File: src/rtl/srpd_wsum.sv
// ----------------------------------------------------------------------------
// srpd_wsum: registered adder tree
// Sums the per-falloff weights, one register level per tree level.
// ----------------------------------------------------------------------------
module srpd_wsum #(
  parameter int unsigned N = 16
) (
  input  logic        clk_i,
  input  logic        en_i,
  input  logic [16:0] w_i [N],
  output logic [16 + ((N > 1) ? $clog2(N) : 0):0] sum_o
);

  localparam int unsigned L    = (N > 1) ? $clog2(N) : 0;
  localparam int unsigned P    = 1 << L;
  localparam int unsigned SUMW = 17 + L;

  if (L == 0) begin : g_single
    assign sum_o = SUMW'(w_i[0]);
  end else begin : g_tree
    logic [SUMW-1:0] leaf   [P];
    logic [SUMW-1:0] node_s [1:P-1];

    for (genvar i = 0; i < P; i++) begin : g_leaf
      if (i < N) begin : g_used
        assign leaf[i] = SUMW'(w_i[i]);
      end else begin : g_pad
        assign leaf[i] = '0;
      end
    end

    // heap order: node k sums nodes 2k and 2k+1, leaves sit at P..2P-1
    for (genvar k = 1; k < P; k++) begin : g_node
      logic [SUMW-1:0] a, b, node_q;
      if (2 * k >= P) begin : g_from_leaf
        assign a = leaf[2*k - P];
        assign b = leaf[2*k + 1 - P];
      end else begin : g_from_node
        assign a = node_s[2*k];
        assign b = node_s[2*k + 1];
      end
      always_ff @(posedge clk_i) begin
        if (en_i) begin
          node_q <= a + b;
        end
      end
      assign node_s[k] = node_q;
    end

    assign sum_o = node_s[1];
  end

endmodule

File: config.mk
export PLATFORM = sky130hd
export DESIGN_NAME = srpd_wsum
export DESIGN_NICKNAME = d
export VERILOG_FILES = /design/src/rtl/srpd_wsum.sv
export SDC_FILE = /design/constraint.sdc
export NUM_CORES = 1
export LEC_CHECK = 0
export BUFFER_PORTS_ARGS = -buffer_cell sky130_fd_sc_hd__buf_2
export CAP_MARGIN = 20
export CORE_MARGIN = 1.5
export CORE_UTILIZATION = 53
export DETAILED_ROUTE_END_ITERATION = 16
export PLACE_DENSITY_LB_ADDON = 0.1
export SLEW_MARGIN = 5
export SYNTH_ARGS = -nofsm -noshare
export SYNTH_HDL_FRONTEND = slang
export SYNTH_SLANG_ARGS = --single-unit
File: constraint.sdc
create_clock -name clk_i -period 2.44 [get_ports clk_i]
set_input_delay 0.366 -clock clk_i [delete_from_list [all_inputs] [get_ports clk_i]]
set_output_delay 0.366 -clock clk_i [all_outputs]
set_load 0.02 [all_outputs]
==> reports/summary.md <==
- **layout filler cell count** 3041
- **total of buffers placed on input and output ports** 294
- **Setup violations, final** 5
- **final design area excluding fillers** 25100 um^2
- **RSZ-0062 raised after global routing** true
- **Seq. cell area** 8440 um^2
- **worst-case hold slack** 0.100 ns
- **Synth Area in Simple Gates** 0.110
- **insertion delay of the later-clocked pin in the worst-skew pair** 0.56 ns
- **post-synthesis sequential element count** 281
- **violated checks** negative setup slack
- **LEAKAGE** 10.9 nW
- **nature of the critical path startpoint** flip-flop
- **Avg Synthesized Cell Area** 10.6 um^2
- **post-layout instance count excluding filler cells** 2946
- **post-synthesis async set-or-reset flop share** 0
- **Die Wd** 199 um
- **Relative slew margins** 0.590
- **first-pass GRT wire length** 72.7 mm
- **adder and majority cell fraction of the synthesized area** 0.178
- **pre-CTS setup slack** -0.472 ns
- **worst clock skew** 0.0104 ns
- **initial core utilization** 0.539
- **Worst Path Class, Setup** reg2reg
- **max-slew violation count** 0
- **initial antenna violation count** 1
- **post-route antenna net violation count** 0
- **final worst-path cycle share** 1.08
- **CP startpoint** g_tree.g_node[1].b[0]
- **1st-iter DRT viols** 761
- **post-detailed-route wirelength per cell** 15.4 um
- **result of the run** finished, violations left
- **overall via count from detail_route** 16153
- **CTS max path bufs** 3
- **die height** 199 um
- **number of cell instances on the worst register-to-register path** 9
- **post-layout total power** 25.4 mW
- **Syn. warnings** 0
- **combined global-route utilization of all metal layers** 0.226
- **CTS clock-pin slew for the worst setup and hold paths** 0.06 ns
- **flop2flop setup slack** -0.19 ns
- **ratio of cells with drive above 1 in the final layout** 0.251
- **cell at the root of the clock tree** sky130_fd_sc_hd__clkbuf_16
- **largest family of logic cells by synthesized area** compound AO/OA/AOI/OAI gates
- **htree depth** 1
- **multi-input combinational cell area** 11900 um^2
- **Crit. End Element** flip-flop
- **die area** 39600 um^2
- **endpoints failing hold** 0
- **placement row count** 71
- **syn nets** 2472
- **complex-gate fraction of the synthesized area** 0.190
- **share of the yosys chip area belonging to registers** 0.415
- **post-synthesis xor/xnor area fraction** 0.0861
- **routed wire length** 45.4 mm
- **signal arrival time at the worst endpoint** 3.01 ns
- **Tightest Hold Check Type** in2reg
- **slew of the pin with the lowest slew margin** 0.608 ns
- **RR Startpoint** g_tree.g_node[1].b[0]
- **pwr/cell area** 1010 nW/um^2
- **HPWL after DPL** 36.4 mm
- **worst setup path endpoint** sum_o[18]
- **Post-DP Area** 23700 um^2
- **maximum number of pins on one net before global-route repair** 52
- **clock net sink count** 281
- **Post-Place Cells** 2872
- **Setup WS post-layout** -0.195 ns
- **Final Core Density** 0.665
- **Sum Neg Setup Slack** -0.372 ns
- **Remaining DRCs** 0
- **Crit path required time** 2.81 ns
- **number of enable-type register cells in the synthesized netlist** 281
- **vias in the first global route** 15480
- **Fmax achieved** 380 MHz
- **number of distinct standard cells referenced by the synthesized netlist** 75
- **Critical R2R Capture** sum_o[18]
- **number of iterations in the first detailed-routing pass** 5
- **TritonCTS clock tree** built
- **number of instances in the synthesized netlist** 1917
- **critical path peak fanout** 2
- **Cell Area, Synth** 20400 um^2
- **Congestion Overflow GR** 0
- **Area growth, synth to finish** 23.3%
- **multiplexer share of the synthesized area** 0.00246
- **maximum vdd ir drop** 0.581 mV
- **weighted congestion at the end of routability-driven global placement** 0.888
- **max-cap check violation count** 0
- **post-layout net count** 2965
- **CTS Buf Count** 30
- **post-cts hold buffer count** 0
- **floorplan core area** 37800 um^2
- **vias per inst** 5.48
- **IO Count** 295
- **final period demand of the worst path** 2.63 ns
- **most frequently used flop master after synthesis** sky130_fd_sc_hd__edfxtp_1
state kept, by name, summed over array words and instances, names as in the netlist:
| register | cells |
|---|---|
| g_tree.g_node.node_q | 108 |
| g_tree.g_node.a | 76 |
| g_tree.g_node.b | 76 |
| sum_o | 21 |
layout make-up:
class	instances	share of cell area
Clock buffer	32	0.0311
Timing Repair Buffer	472	0.115
Tap cell	511	0.0255
Multi-Input combinational cell	1539	0.472
Inverter	86	0.0129
Sequential cell	281	0.336
Antenna cell	1	0.0000997
Clock inverter	24	0.00718
synth_stat cells, drive strengths merged, types with 6 or more instances:
| cell type | instances | area (um^2) |
|---|---|---|
| a211oi | 20 | 165 |
| o21bai | 16 | 120 |
| o31ai | 9 | 82.6 |
| edfxtp | 281 | 8440 |
| or3 | 9 | 56.3 |
| or2 | 6 | 37.5 |
| nand3 | 32 | 160 |
| a211o | 7 | 61.3 |
| nand2 | 99 | 372 |
| xor2 | 57 | 499 |
| nor3 | 44 | 220 |
| clkbuf | 10 | 37.5 |
| ha | 266 | 3330 |
| nor2 | 155 | 582 |
| nand2b | 24 | 150 |
| a2bb2oi | 6 | 58.8 |
| a21o | 60 | 450 |
| a21boi | 10 | 75.1 |
| o21ai | 130 | 654 |
| a21oi | 168 | 845 |
| o31a | 6 | 52.6 |
| o41ai | 10 | 110 |
| o21a | 51 | 383 |
| and3 | 11 | 68.8 |
| fa | 15 | 300 |
| xnor2 | 143 | 1250 |
| o211ai | 18 | 135 |
| a221oi | 13 | 139 |
| a31oi | 12 | 75.1 |
| and2 | 8 | 50.1 |
| nand4 | 15 | 93.8 |
| inv | 86 | 323 |
| or4 | 6 | 45.0 |
| nor2b | 44 | 275 |
logic make-up (layout without fill, tap and decap cells):
group,after synthesis,count (layout)
adders and majority gates,281,281
other,0,1
AOI/OAI and AO/OA,583,583
muxes,5,5
DFF,281,281
buffers and inverters,97,614
and+or+nand+nor,470,470
xor gates and xnor gates,200,200
worst min path at each step:
stage               depth (start not counted)                          end                   from  slack [ns]
CTS                                         2  g_tree.g_node[11].node_q[0]               w_i[153]        0.08
floorplan                                   0  g_tree.g_node[10].node_q[0]                   en_i        0.48
global route                                2  g_tree.g_node[11].node_q[0]               w_i[153]        0.09
finish                                      2  g_tree.g_node[11].node_q[0]               w_i[153]        0.10
detailed placement                          1        g_tree.g_node[2].a[0]  g_tree.g_node[4].a[0]        0.55
global placement                            1        g_tree.g_node[1].a[0]  g_tree.g_node[2].b[0]        0.54
worst max-delay path, cell delays in order, from the launching register on:
cell                       delay (ns)
sky130_fd_sc_hd__edfxtp_1        0.39
sky130_fd_sc_hd__ha_2            0.20
sky130_fd_sc_hd__fa_2            0.35
sky130_fd_sc_hd__a211oi_2        0.22
sky130_fd_sc_hd__o21ai_1         0.14
sky130_fd_sc_hd__a31oi_2         0.23
sky130_fd_sc_hd__o21ai_2         0.10
sky130_fd_sc_hd__o31ai_2         0.26
sky130_fd_sc_hd__or4b_1          0.46
sky130_fd_sc_hd__o311ai_1        0.09
per-layer routing:
layer | part of all wire | global-route usage | wire length [um]
met5 | 0.00031 | 0 | 14
met4 | 0.019 | 0.0553 | 867
met3 | 0.041 | 0.0263 | 1880
met2 | 0.46 | 0.376 | 21000
met1 | 0.48 | 0.315 | 21600
power breakdown:
| group | internal (mW) | switching (mW) | total, mW |
|---|---|---|---|
| Clock | 2.52 | 1.86 | 4.38 |
| Combinational | 6.13 | 6.77 | 12.9 |
| Sequential | 7.51 | 0.584 | 8.09 |
| Total | 16.2 | 9.21 | 25.4 |
what timing repair did:
action	4_1_cts	5_1_grt
pin swaps	29	34
gates resized for setup	27	54
setup buffers	12	5
endpoints found under the setup margin	26	47
layout by cell type (no fill, tap or decap), types with 18 or more instances in the layout:
cell                        instances
sky130_fd_sc_hd__xor2_1            57
sky130_fd_sc_hd__nand3_1           32
sky130_fd_sc_hd__buf_4            173
sky130_fd_sc_hd__nor2b_1           40
sky130_fd_sc_hd__nand2b_1          23
sky130_fd_sc_hd__a21o_1            60
sky130_fd_sc_hd__nand2_1           98
sky130_fd_sc_hd__o21ai_0          105
sky130_fd_sc_hd__inv_1             85
sky130_fd_sc_hd__o21a_1            51
sky130_fd_sc_hd__nor2_1           153
sky130_fd_sc_hd__ha_1             258
sky130_fd_sc_hd__buf_2            293
sky130_fd_sc_hd__nor3_1            43
sky130_fd_sc_hd__xnor2_1          141
sky130_fd_sc_hd__edfxtp_1         281
sky130_fd_sc_hd__clkbuf_16         31
sky130_fd_sc_hd__o211ai_1          18
sky130_fd_sc_hd__a21oi_1          155
Power figures use the tool's default switching activity.
